## src/hw/rtl/qcbf_pkg.sv

```systemverilog
// ----------------------------------------------------------------------------
// qcbf_pkg
// shared constants for the qc-mdpc bit-flipping decoder
// ----------------------------------------------------------------------------
`default_nettype none
package qcbf_pkg;
    localparam int unsigned WORD_W   = 24;
    localparam int unsigned MSG_W    = 18;
    localparam int unsigned MARGIN_W = 6;
    localparam int unsigned ITER_W   = 6;
    localparam int unsigned CFG_IDX_W = 2;
    localparam int unsigned CFG_DATA_W = 24;

    localparam logic [CFG_IDX_W-1:0] REG_KEY_ROW  = 2'd0;
    localparam logic [CFG_IDX_W-1:0] REG_MARGIN   = 2'd1;
    localparam logic [CFG_IDX_W-1:0] REG_MAX_ITER = 2'd2;

    localparam logic [MARGIN_W-1:0] MARGIN_RST   = 6'd5;
    localparam logic [ITER_W-1:0]   MAX_ITER_RST = 6'd10;

    typedef logic [WORD_W-1:0] t_word;
endpackage
`default_nettype wire

```

## src/hw/rtl/qcbf_in_if.sv

```systemverilog
// ----------------------------------------------------------------------------
// qcbf_in_if
// input channel: received word with valid/ready
// ----------------------------------------------------------------------------
`default_nettype none
interface qcbf_in_if;
    logic        valid;
    logic        ready;
    logic [23:0] received_word;
    modport source (output valid, output received_word, input ready);
    modport sink   (input valid, input received_word, output ready);
endinterface
`default_nettype wire

```

## src/hw/rtl/qcbf_out_if.sv

```systemverilog
// ----------------------------------------------------------------------------
// qcbf_out_if
// output channel: decoded message, status and iteration count
// ----------------------------------------------------------------------------
`default_nettype none
interface qcbf_out_if;
    logic        valid;
    logic        ready;
    logic [17:0] message;
    logic        status;
    logic [5:0]  iterations_used;
    modport source (output valid, output message, output status,
                    output iterations_used, input ready);
    modport sink   (input valid, input message, input status,
                    input iterations_used, output ready);
endinterface
`default_nettype wire

```

## src/hw/rtl/qc_mdpc_bit_flip_decoder.sv

```systemverilog
// ----------------------------------------------------------------------------
// qc_mdpc_bit_flip_decoder
// iterative bit-flipping decoder for a quasi-cyclic mdpc code
// ----------------------------------------------------------------------------
// One item is decoded at a time. A shared column unit walks the code
// positions one per cycle: a pass over all N = BLOCK_COUNT*CIRC_SIZE
// positions (24 with the default parameters) builds the syndrome and a
// check state follows. Each flip iteration makes one pass to find the
// largest unsatisfied-check count, one pass to flip bits at or above the
// threshold, one column at a time, and one check state. The result is then
// held in the output state until it is taken. Column j of the parity
// matrix is the key segment of its block rotated, formed each cycle from
// the key register. The result sits in an output register; the input is
// not ready while an item is being decoded or its result waits.
// ----------------------------------------------------------------------------
`default_nettype none
module qc_mdpc_bit_flip_decoder #(
    parameter int unsigned CIRC_SIZE   = 6,
    parameter int unsigned BLOCK_COUNT = 4
) (
    input  wire logic                          i_clk,
    input  wire logic                          i_rst_n,
    input  wire logic                          i_cfg_we,
    input  wire logic [qcbf_pkg::CFG_IDX_W-1:0]  i_cfg_idx,
    input  wire logic [qcbf_pkg::CFG_DATA_W-1:0] i_cfg_data,
    qcbf_in_if.sink                            in_ch,
    qcbf_out_if.source                         out_ch
);
    import qcbf_pkg::*;

    localparam int unsigned N     = BLOCK_COUNT * CIRC_SIZE;
    localparam int unsigned K     = (BLOCK_COUNT - 1) * CIRC_SIZE;
    localparam int unsigned POS_W = $clog2(N);
    localparam int unsigned CNT_W = $clog2(CIRC_SIZE + 1);
    localparam int unsigned CS_W  = $clog2(CIRC_SIZE);
    localparam int unsigned BLK_W = (BLOCK_COUNT > 1) ? $clog2(BLOCK_COUNT) : 1;

    // sequencer codes
    localparam logic [2:0] ST_IDLE = 3'd0;
    localparam logic [2:0] ST_SYN  = 3'd1;
    localparam logic [2:0] ST_MAX  = 3'd2;
    localparam logic [2:0] ST_FLIP = 3'd3;
    localparam logic [2:0] ST_CHK  = 3'd4;
    localparam logic [2:0] ST_OUT  = 3'd5;

    logic [N-1:0]         r_key;
    logic [MARGIN_W-1:0]  r_margin;
    logic [ITER_W-1:0]    r_max_iter;

    logic [2:0]           r_state, n_state;
    logic [N-1:0]         r_word, n_word;
    logic [CIRC_SIZE-1:0] r_syn, n_syn;
    logic [POS_W-1:0]     r_pos, n_pos;
    logic [CS_W-1:0]      r_c, n_c;       // position within block
    logic [BLK_W-1:0]     r_blk, n_blk;   // block of current position
    logic [CNT_W-1:0]     r_top, n_top;
    logic [ITER_W-1:0]    r_iter, n_iter;
    logic                 r_status, n_status;

    // configuration writes
    always_ff @(posedge i_clk) begin
        if (!i_rst_n) begin
            r_key      <= '0;
            r_margin   <= MARGIN_RST;
            r_max_iter <= MAX_ITER_RST;
        end else if (i_cfg_we) begin
            unique case (i_cfg_idx)
                REG_KEY_ROW:  r_key      <= i_cfg_data[N-1:0];
                REG_MARGIN:   r_margin   <= i_cfg_data[MARGIN_W-1:0];
                REG_MAX_ITER: r_max_iter <= i_cfg_data[ITER_W-1:0];
                default: ;
            endcase
        end
    end

    // shared column unit: column of the current position and its count
    logic [CIRC_SIZE-1:0] w_seg;
    logic [CIRC_SIZE-1:0] w_col;
    logic [CNT_W-1:0]     w_cnt;
    logic [CIRC_SIZE-1:0] w_upd;
    logic [CS_W-1:0]      w_sel;

    always_comb begin
        w_seg = r_key[r_blk*CIRC_SIZE +: CIRC_SIZE];
        w_sel = '0;
        for (int r = 0; r < CIRC_SIZE; r++) begin
            // H[r][c] = seg[(c - r) mod CIRC_SIZE]
            if (r_c >= CS_W'(r)) begin
                w_sel = r_c - CS_W'(r);
            end else begin
                w_sel = r_c + CS_W'(CIRC_SIZE - r);
            end
            w_col[r] = w_seg[w_sel];
        end
        w_upd = w_col & r_syn;
        w_cnt = '0;
        for (int r = 0; r < CIRC_SIZE; r++) begin
            w_cnt = w_cnt + CNT_W'(w_upd[r]);
        end
    end

    // flip when count + margin >= top
    logic w_flip;
    assign w_flip = ({1'b0, MARGIN_W'(w_cnt)} + {1'b0, r_margin}) >=
                    {1'b0, MARGIN_W'(r_top)};

    logic w_last;
    assign w_last = (r_pos == POS_W'(N - 1));

    always_comb begin
        n_state  = r_state;
        n_word   = r_word;
        n_syn    = r_syn;
        n_pos    = r_pos;
        n_c      = r_c;
        n_blk    = r_blk;
        n_top    = r_top;
        n_iter   = r_iter;
        n_status = r_status;
        if (r_state == ST_SYN || r_state == ST_MAX || r_state == ST_FLIP) begin
            if (w_last) begin
                n_pos = '0;
                n_c   = '0;
                n_blk = '0;
            end else begin
                n_pos = r_pos + 1'b1;
                if (r_c == CS_W'(CIRC_SIZE - 1)) begin
                    n_c   = '0;
                    n_blk = r_blk + 1'b1;
                end else begin
                    n_c = r_c + 1'b1;
                end
            end
        end
        unique case (r_state)
            ST_IDLE: begin
                if (in_ch.valid) begin
                    n_word = in_ch.received_word[N-1:0];
                    n_syn  = '0;
                    n_pos  = '0;
                    n_c    = '0;
                    n_blk  = '0;
                    n_iter = '0;
                    n_state = ST_SYN;
                end
            end
            ST_SYN: begin
                if (r_word[r_pos]) n_syn = r_syn ^ w_col;
                if (w_last) n_state = ST_CHK;
            end
            ST_CHK: begin
                // end of syndrome build or of one iteration
                n_top = '0;
                if (r_syn == '0) begin
                    n_status = 1'b0;
                    n_state  = ST_OUT;
                end else if (r_iter >= r_max_iter) begin
                    n_status = 1'b1;
                    n_state  = ST_OUT;
                end else begin
                    n_state = ST_MAX;
                end
            end
            ST_MAX: begin
                if (w_cnt > r_top) n_top = w_cnt;
                if (w_last) n_state = ST_FLIP;
            end
            ST_FLIP: begin
                // counts use the syndrome frozen at iteration start
                if (w_flip) begin
                    n_word[r_pos] = ~r_word[r_pos];
                end
                if (w_last) begin
                    n_iter  = r_iter + 1'b1;
                    n_state = ST_CHK;
                end
            end
            ST_OUT: begin
                if (out_ch.ready) n_state = ST_IDLE;
            end
            default: n_state = ST_IDLE;
        endcase
    end

    // syndrome update accumulated separately so counts stay frozen in flip pass
    logic [CIRC_SIZE-1:0] r_acc;
    always_ff @(posedge i_clk) begin
        if (r_state == ST_MAX) begin
            r_acc <= '0;
        end else if (r_state == ST_FLIP && w_flip) begin
            r_acc <= r_acc ^ w_col;
        end
    end

    always_ff @(posedge i_clk) begin
        if (!i_rst_n) begin
            r_state <= ST_IDLE;
        end else begin
            r_state <= n_state;
        end
        r_word   <= n_word;
        r_pos    <= n_pos;
        r_c      <= n_c;
        r_blk    <= n_blk;
        r_top    <= n_top;
        r_iter   <= n_iter;
        r_status <= n_status;
        if (r_state == ST_FLIP && w_last) begin
            r_syn <= r_syn ^ r_acc ^ (w_flip ? w_col : '0);
        end else begin
            r_syn <= n_syn;
        end
    end

    assign in_ch.ready            = (r_state == ST_IDLE);
    assign out_ch.valid           = (r_state == ST_OUT);
    assign out_ch.message         = MSG_W'(r_word[K-1:0]);
    assign out_ch.status          = r_status;
    assign out_ch.iterations_used = r_iter;

    // result never shows an iteration count above the limit
    a_iter_limit: assert property (@(posedge i_clk) disable iff (!i_rst_n)
        out_ch.valid |-> (out_ch.iterations_used <= r_max_iter))
        else $error("iteration count above limit");
    // success means the syndrome really is zero
    a_ok_zero: assert property (@(posedge i_clk) disable iff (!i_rst_n)
        (out_ch.valid && !out_ch.status) |-> (r_syn == '0))
        else $error("success reported with nonzero syndrome");
    // a held result stays put
    a_hold: assert property (@(posedge i_clk) disable iff (!i_rst_n)
        (out_ch.valid && !out_ch.ready) |=> (out_ch.valid && $stable(r_word)))
        else $error("result changed while stalled");
endmodule
`default_nettype wire

```

## src/flat_wrapper.sv

```systemverilog
// flat-port wrapper written by rule: the top's interface ports become plain ports
module qc_mdpc_bit_flip_decoder_flat import qcbf_pkg::*;
#(
    parameter int unsigned CIRC_SIZE   = 6,
    parameter int unsigned BLOCK_COUNT = 4
)
  (i_clk, i_rst_n, i_cfg_we, i_cfg_idx, i_cfg_data, in_ch_valid, in_ch_received_word, in_ch_ready, out_ch_valid, out_ch_message, out_ch_status, out_ch_iterations_used, out_ch_ready);
  qcbf_in_if in_ch_i ();
  qcbf_out_if out_ch_i ();
  input  wire logic i_clk;
  input  wire logic i_rst_n;
  input  wire logic i_cfg_we;
  input  wire logic [qcbf_pkg::CFG_IDX_W-1:0] i_cfg_idx;
  input  wire logic [qcbf_pkg::CFG_DATA_W-1:0] i_cfg_data;
  input wire logic [$bits(in_ch_i.valid)-1:0] in_ch_valid;
  input wire logic [$bits(in_ch_i.received_word)-1:0] in_ch_received_word;
  output wire logic [$bits(in_ch_i.ready)-1:0] in_ch_ready;
  output wire logic [$bits(out_ch_i.valid)-1:0] out_ch_valid;
  output wire logic [$bits(out_ch_i.message)-1:0] out_ch_message;
  output wire logic [$bits(out_ch_i.status)-1:0] out_ch_status;
  output wire logic [$bits(out_ch_i.iterations_used)-1:0] out_ch_iterations_used;
  input wire logic [$bits(out_ch_i.ready)-1:0] out_ch_ready;
  assign in_ch_i.valid = in_ch_valid;
  assign in_ch_i.received_word = in_ch_received_word;
  assign in_ch_ready = in_ch_i.ready;
  assign out_ch_valid = out_ch_i.valid;
  assign out_ch_message = out_ch_i.message;
  assign out_ch_status = out_ch_i.status;
  assign out_ch_iterations_used = out_ch_i.iterations_used;
  assign out_ch_i.ready = out_ch_ready;
  qc_mdpc_bit_flip_decoder #(.CIRC_SIZE(CIRC_SIZE), .BLOCK_COUNT(BLOCK_COUNT)) u_core (.i_clk(i_clk), .i_rst_n(i_rst_n), .i_cfg_we(i_cfg_we), .i_cfg_idx(i_cfg_idx), .i_cfg_data(i_cfg_data), .in_ch(in_ch_i), .out_ch(out_ch_i));
endmodule
```

## config.mk

```make
export PLATFORM = sky130hd
export DESIGN_NAME = qc_mdpc_bit_flip_decoder_flat
export DESIGN_NICKNAME = d
export VERILOG_FILES = /design/src/hw/rtl/qcbf_pkg.sv /design/src/hw/rtl/qcbf_in_if.sv /design/src/hw/rtl/qcbf_out_if.sv /design/src/hw/rtl/qc_mdpc_bit_flip_decoder.sv /design/src/flat_wrapper.sv
export SDC_FILE = /design/constraint.sdc
export NUM_CORES = 1
export LEC_CHECK = 0
export ABC_AREA = 1
export BUFFER_PORTS_ARGS = -buffer_cell sky130_fd_sc_hd__clkbuf_2
export CORE_UTILIZATION = 25
export DETAILED_ROUTE_END_ITERATION = 16
export HOLD_SLACK_MARGIN = 0.03
export PLACE_DENSITY_LB_ADDON = 0.08
export SLEW_MARGIN = 20
export SYNTH_ARGS = -nofsm -noshare
export SYNTH_HDL_FRONTEND = slang
export SYNTH_SLANG_ARGS = --single-unit
```

## constraint.sdc

```tcl
create_clock -name i_clk -period 5.3 [get_ports i_clk]
set_input_delay 1.06 -clock i_clk [delete_from_list [all_inputs] [get_ports i_clk]]
set_output_delay 1.06 -clock i_clk [all_outputs]
set_load 0.005 [all_outputs]
```

==> results of run 1 <==
## per-stage QoR
stage / hold WS (ps) / power (mW) / TNS, ps / cell area (µm²)
finish: 473 / 3.95 / 0 / 7920
global route: 506 / 4.33 / -2770 / 7920
CTS: 482 / 3.94 / 0 / 7830
detailed placement: 470 / 2.96 / -608 / 7240
global placement: 471 / 2.98 / 0 / 7240
floorplan: 433 / 2.46 / 0 / 6550
## final timing paths
check	to	cells after the start	slack [ps]
setup reg to reg	u_core.r_word[21]	28	90
hold / removal	u_core.r_max_iter[2]	2	470
hold reg to reg	u_core.r_max_iter[2]	2	470
setup / recovery	u_core.r_word[21]	28	90
## worst max-delay path: cells and delay by family, from the launching register on
| family | cells | cell delay (ps) |
|---|---|---|
| DFF | 1 | 360 |
| AOI/OAI and AO/OA | 3 | 350 |
| buffers and inverters | 8 | 620 |
| adders and majority gates | 8 | 2590 |
| and+or+nand+nor | 8 | 830 |
| xor gates and xnor gates | 1 | 200 |
## power breakdown
part | internal, mW | switching (mW)
clock | 0.420 | 0.317
sequential | 0.926 | 0.131
combinational | 0.853 | 1.30
## layer usage
metal | wire, µm | part of all wire (%) | up-vias | track usage [%]
met5 | 0 | 0 | - | 0
met4 | 199 | 1.1 | 0 | 3.87
met3 | 474 | 2.6 | 11 | 2.06
met2 | 8680 | 47 | 71 | 24.6
met1 | 9200 | 50 | 2556 | 20.1
li1 | - | - | 2947 | -
## layout make-up
class / count / area, µm² / area share, %
Tap cell: 330 / 413 / 5.21
Multi-Input combinational cell: 597 / 3650 / 46.1
Inverter: 123 / 477 / 6.02
Clock inverter: 5 / 86.3 / 1.09
Sequential cell: 95 / 2310 / 29.2
Timing Repair Buffer: 119 / 752 / 9.49
Clock buffer: 11 / 233 / 2.94
## cells by family after synthesis
group                    count (synthesis)  share of synthesized area [%]
AND/OR/NAND/NOR                        399                           26.3
buffers and inverters                  169                           11.8
AO/OA/AOI/OAI                          145                           16.4
flip-flops                              95                           35.5
adder cells (fa/ha/maj)                 40                           8.18
XOR/XNOR                                13                           1.76
## repair_timing
| item | CTS | global route |
|---|---|---|
| gates resized for setup | 25 | 36 |
| cloned | 3 | 0 |
| buffers inserted | 10 | 5 |
| pin swaps | 17 | 13 |
| setup endpoints to repair | 24 | 31 |
## placed cells by master, fill, tap and decap left out, drive strengths merged, types with 21 or more instances in the layout
cell type,instances
a21oi,45
buf,38
clkbuf,92
dfxtp,55
edfxtp,40
ha,36
inv,125
nand2,182
nand3,53
nor2,134
o21ai,63
o31ai,21
## sequential cells by signal (all words and copies together) (netlist names)
signal and count:
u_core.r_max_iter 6, u_core.out_ch.status 1, u_core.r_word 24, u_core.r_margin 6, u_core.r_blk 2, u_core.r_key 24, u_core.r_c 3, u_core.r_pos 5
u_core.r_syn 6, u_core.r_top 3, u_core.out_ch.iterations_used 6, u_core.r_state 3, u_core.r_acc 6
==> flow_summary.json, run 1 <==
{
  "syn-mean-instance-area_um2": 7.53,
  "routed_wl_um": 18600,
  "path_clk_slew_ps": 80,
  "leakagePower_nw": 3.50,
  "cts_root_buf": "clkbuf_16",
  "h-tree-depth": 3,
  "clk_latency_ps": 360,
  "diodes": 0,
  "syn_area_mm2": 0.00648,
  "grt_start_max_net_pins": 53,
  "critPathArrivalTime_ps": 5310,
  "dieHeight_um": 163,
  "fillers": 2748,
  "yosysTopAreaCellShare_pct": 18.5,
  "skew_ps": 16.1,
  "ant_nets": 0,
  "die_x_um": 163,
  "drc": 0,
  "setup_slack_ps": 92.6,
  "r2r-start": "u_core.r_c[2]",
  "ys_types": 43,
  "cap_violations": 0,
  "fin_crit_ps": 5210,
  "placed_cells": 1250,
  "finalNonFillerCells": 1280,
  "ir_worst_vdd_mv": 0.198,
  "antenna_found_initial": 0,
  "clockBufferDepth": 2,
  "postCtsHoldBufs": 0,
  "drive_gt1_share_pct": 25.2,
  "cts_tree": "built",
  "drv_slew": 0,
  "ys_warn_count": 0,
  "ys_ff_latch": 95,
  "grt_pass1_vias": 5513,
  "fin_util_pct": 31.3,
  "synth_ff_type": "dfxtp_1",
  "syn_inst": 861,
  "wire_per_inst_um": 14.5,
  "pre_cts_slack_ps": -38.5,
  "hold_path_class": "reg2reg",
  "pin_count": 82,
  "dieArea_mm2": 0.0266,
  "synthTopCellsByArea": "edfxtp_1 (19%), dfxtp_1 (17%), nand2_1 (10%)",
  "synth-seq-area-share_pct": 35.5,
  "rsz0062_at_grt": "yes",
  "startpoint": "u_core.r_c[2]",
  "hold_viol": 0,
  "cts.sinks": 95,
  "synth_area_leader_cell": "edfxtp_1",
  "num-nets-final": 1040,
  "outcome": "finished, final reports clean",
  "grt-ovfl-total": 0,
  "async_flop_share_pct": 0,
  "place_congestion": 0.759,
  "dp_hpwl_um": 13500,
  "start_util_pct": 25.6,
  "port_buffers": 81,
  "maxSlewHeadroom_pct": 37.7,
  "synth.most_common_cell": "nand2_1",
  "criticalPathCategory": "reg2reg",
  "end_kind": "flip-flop",
  "min-delay-start": "u_core.r_max_iter[2]",
  "drt_first_iter_violations": 278,
  "grt_use_total_pct": 14.9,
  "worst_slew_pin_slew_ps": 927,
  "syn2layout_area_growth_pct": 22.2,
  "min_period_over_period_pct": 98.3,
  "slowest_stage": "fa_1",
  "setup_viol": 0,
  "synth_common_cells": "nand2_1 (173), nor2_1 (126), inv_1 (107)",
  "cp_slowest_stage_delay_ps": 490,
  "avgViaCountPerCell": 4.36,
  "powerDensity_mw_per_mm2": 499,
  "synth_edf_count": 40,
  "row_count": 58,
  "firstDrtPassIters": 4,
  "grt_pass1_wl_um": 30200,
  "crit_required_ps": 5400,
  "vias": 5585,
  "cts_inserted_buffers": 9,
  "crit_fanout": 6,
  "synth.net_count": 956,
  "startpoint_type": "flip-flop",
  "core_area_mm2": 0.0253,
  "timing.fmax_mhz": 192
}
No activity file was read; power rests on OpenSTA's default activity.
==> run 2: changes to the inputs <==
--- a/config.mk
+++ b/config.mk
@@ -7,7 +7,8 @@
 export LEC_CHECK = 0
 export ABC_AREA = 1
 export BUFFER_PORTS_ARGS = -buffer_cell sky130_fd_sc_hd__clkbuf_2
-export CORE_UTILIZATION = 25
+export CORE_MARGIN = 3
+export CORE_UTILIZATION = 27
 export DETAILED_ROUTE_END_ITERATION = 16
 export HOLD_SLACK_MARGIN = 0.03
 export PLACE_DENSITY_LB_ADDON = 0.08
==> run 2 against run 1 <==
Cell count shrank 0.78%. Design area is 0.57% lower. Total power is 1.8% lower. Clock power fell by 9.0%. Count of clock-buffer cells in the layout shrank 1. Die area is 2.5% lower. Clock skew shrank 3.1 ps. Core utilization rose by 2.2 points. Combinational power about the same. Worst setup slack improved by 130 ps. Routed wire length is 1.5% lower. Largest cell class unchanged.
==> flow_summary.json, run 2 (synthesis gave the netlist of run 1 again) <==
{
  "cts.sinks": 95,
  "reg.largest.list": "u_core.r_key: 24 flops, u_core.r_word: 24 flops",
  "clockBufferDepth": 2,
  "die_x_um": 161,
  "multi_input_area_mm2": 0.00358,
  "antenna_found_initial": 0,
  "timing.fmax_mhz": 197,
  "syn2layout_area_growth_pct": 21.5,
  "outcome": "finished, final reports clean",
  "ff_latch_area_mm2": 0.00231,
  "criticalPathCategory": "reg2reg",
  "min_period_over_period_pct": 95.7,
  "grt_pass1_vias": 5468,
  "place_congestion": 0.770,
  "cap_violations": 0,
  "grt_use_total_pct": 14.3,
  "finalNonFillerCells": 1270,
  "pre_cts_slack_ps": -13.6,
  "start_util_pct": 27.5,
  "h-tree-depth": 3,
  "maxSlewHeadroom_pct": 32.1,
  "powerDensity_mw_per_mm2": 492,
  "setup_slack_ps": 226,
  "dp_hpwl_um": 13200,
  "cts_root_buf": "clkbuf_16",
  "port_buffers": 81,
  "drt_first_iter_violations": 275,
  "drc": 0,
  "startpoint_type": "flip-flop",
  "diodes": 0,
  "hold_viol": 0,
  "vias": 5590,
  "skew_ps": 13.1,
  "design_power_total_mw": 3.88,
  "placed_cells": 1238,
  "postCtsHoldBufs": 0,
  "avgViaCountPerCell": 4.40,
  "final_common_cell": "nand2_1",
  "grt_start_max_net_pins": 52,
  "clk_latency_ps": 360,
  "final.setup.tns_ps": 0,
  "setup_viol": 0,
  "dieArea_mm2": 0.0259,
  "end_kind": "flip-flop",
  "dieHeight_um": 161,
  "routed_wl_um": 18300,
  "core_area_mm2": 0.0235,
  "crit_required_ps": 5410,
  "pin_count": 82,
  "fin_crit_ps": 5070,
  "fillers": 2570,
  "crit_fanout": 6,
  "grt-ovfl-total": 0,
  "critPathArrivalTime_ps": 5180,
  "firstDrtPassIters": 4,
  "mostFrequentLayoutCells": "nand2_1 (169), nor2_1 (126), inv_1 (101)",
  "grt_pass1_wl_um": 29400,
  "wire_per_inst_um": 14.4,
  "worst_slew_pin_slew_ps": 1010,
  "cts_inserted_buffers": 9,
  "ant_nets": 0,
  "ir_worst_vdd_mv": 0.212,
  "drive_gt1_share_pct": 24.0,
  "row_count": 56,
  "leakagePower_nw": 3.51,
  "num-nets-final": 1041,
  "cts_tree": "built",
  "drv_slew": 0,
  "hold_path_class": "reg2reg",
  "path_clk_slew_ps": 80
}
==> run 2: worst max-delay path, cell delays in order (launching register included) <==
cell and delay [ps]:
dfxtp_4 380, ha_2 200, ha_4 270, inv_2 40, o21ai_2 160, inv_1 70
nand3_2 80, nand2_2 60, inv_2 70, ha_4 130, ha_4 190, fa_1 490
inv_2 40, fa_2 340, fa_2 480, fa_1 550, inv_1 40, ha_1 270
a21boi_2 150, o21ai_2 120, nand3_2 110, nand2_4 100, inv_4 40, nor2_4 130
buf_12 140, clkbuf_16 140, a21oi_1 40
==> run 2: layer usage <==
metal  up-vias  part of all wire, %  GRT usage (%)
met1      2561                   50           20.3
met4         0                 0.96           3.21
li1       2953                    -              -
met3         9                  2.5           2.19
met2        67                   46           23.1
met5         -                    0              0
==> run 2: final timing paths <==
kind	depth (start not counted)	endpoint	from	slack, ps
max	26	u_core.r_word[17]	u_core.r_c[0]	230
min	2	u_core.r_margin[3]	u_core.r_margin[3]	480
max reg2reg	26	u_core.r_word[17]	u_core.r_c[0]	230
min reg2reg	2	u_core.r_margin[3]	u_core.r_margin[3]	480
==> run 2: power by group <==
part / leakage, nW / switching (mW) / internal, mW
clock: 0.144 / 0.327 / 0.344
combinational: 2.52 / 1.28 / 0.866
sequential: 0.839 / 0.135 / 0.927
total: 3.51 / 1.74 / 2.14
==> run 2: timing repair <==
action | in CTS | in global routing
buffers inserted | 7 | 6
resized for setup | 29 | 9
cloned | 2 | 1
pin swaps | 0 | 8
endpoints found under the setup margin | 24 | 30
==> run 2: final cells by class <==
cell class	instances	share of cell area [%]
Inverter	123	6.11
Timing Repair Buffer	120	10.2
Clock buffer	10	3.03
Clock inverter	6	0.778
Tap cell	319	5.07
Sequential cell	95	29.4
Multi-Input combinational cell	597	45.4
==> run 2: stage by stage <==
step	utilization, %	hold slack, ps	cell area [µm²]
5_1_grt	33.5	496	7880
2_1_floorplan	-	433	6550
3_5_place_dp	30.7	471	7230
6_report	33.5	481	7880
4_1_cts	33.0	482	7780
3_3_place_gp	30.7	467	7230
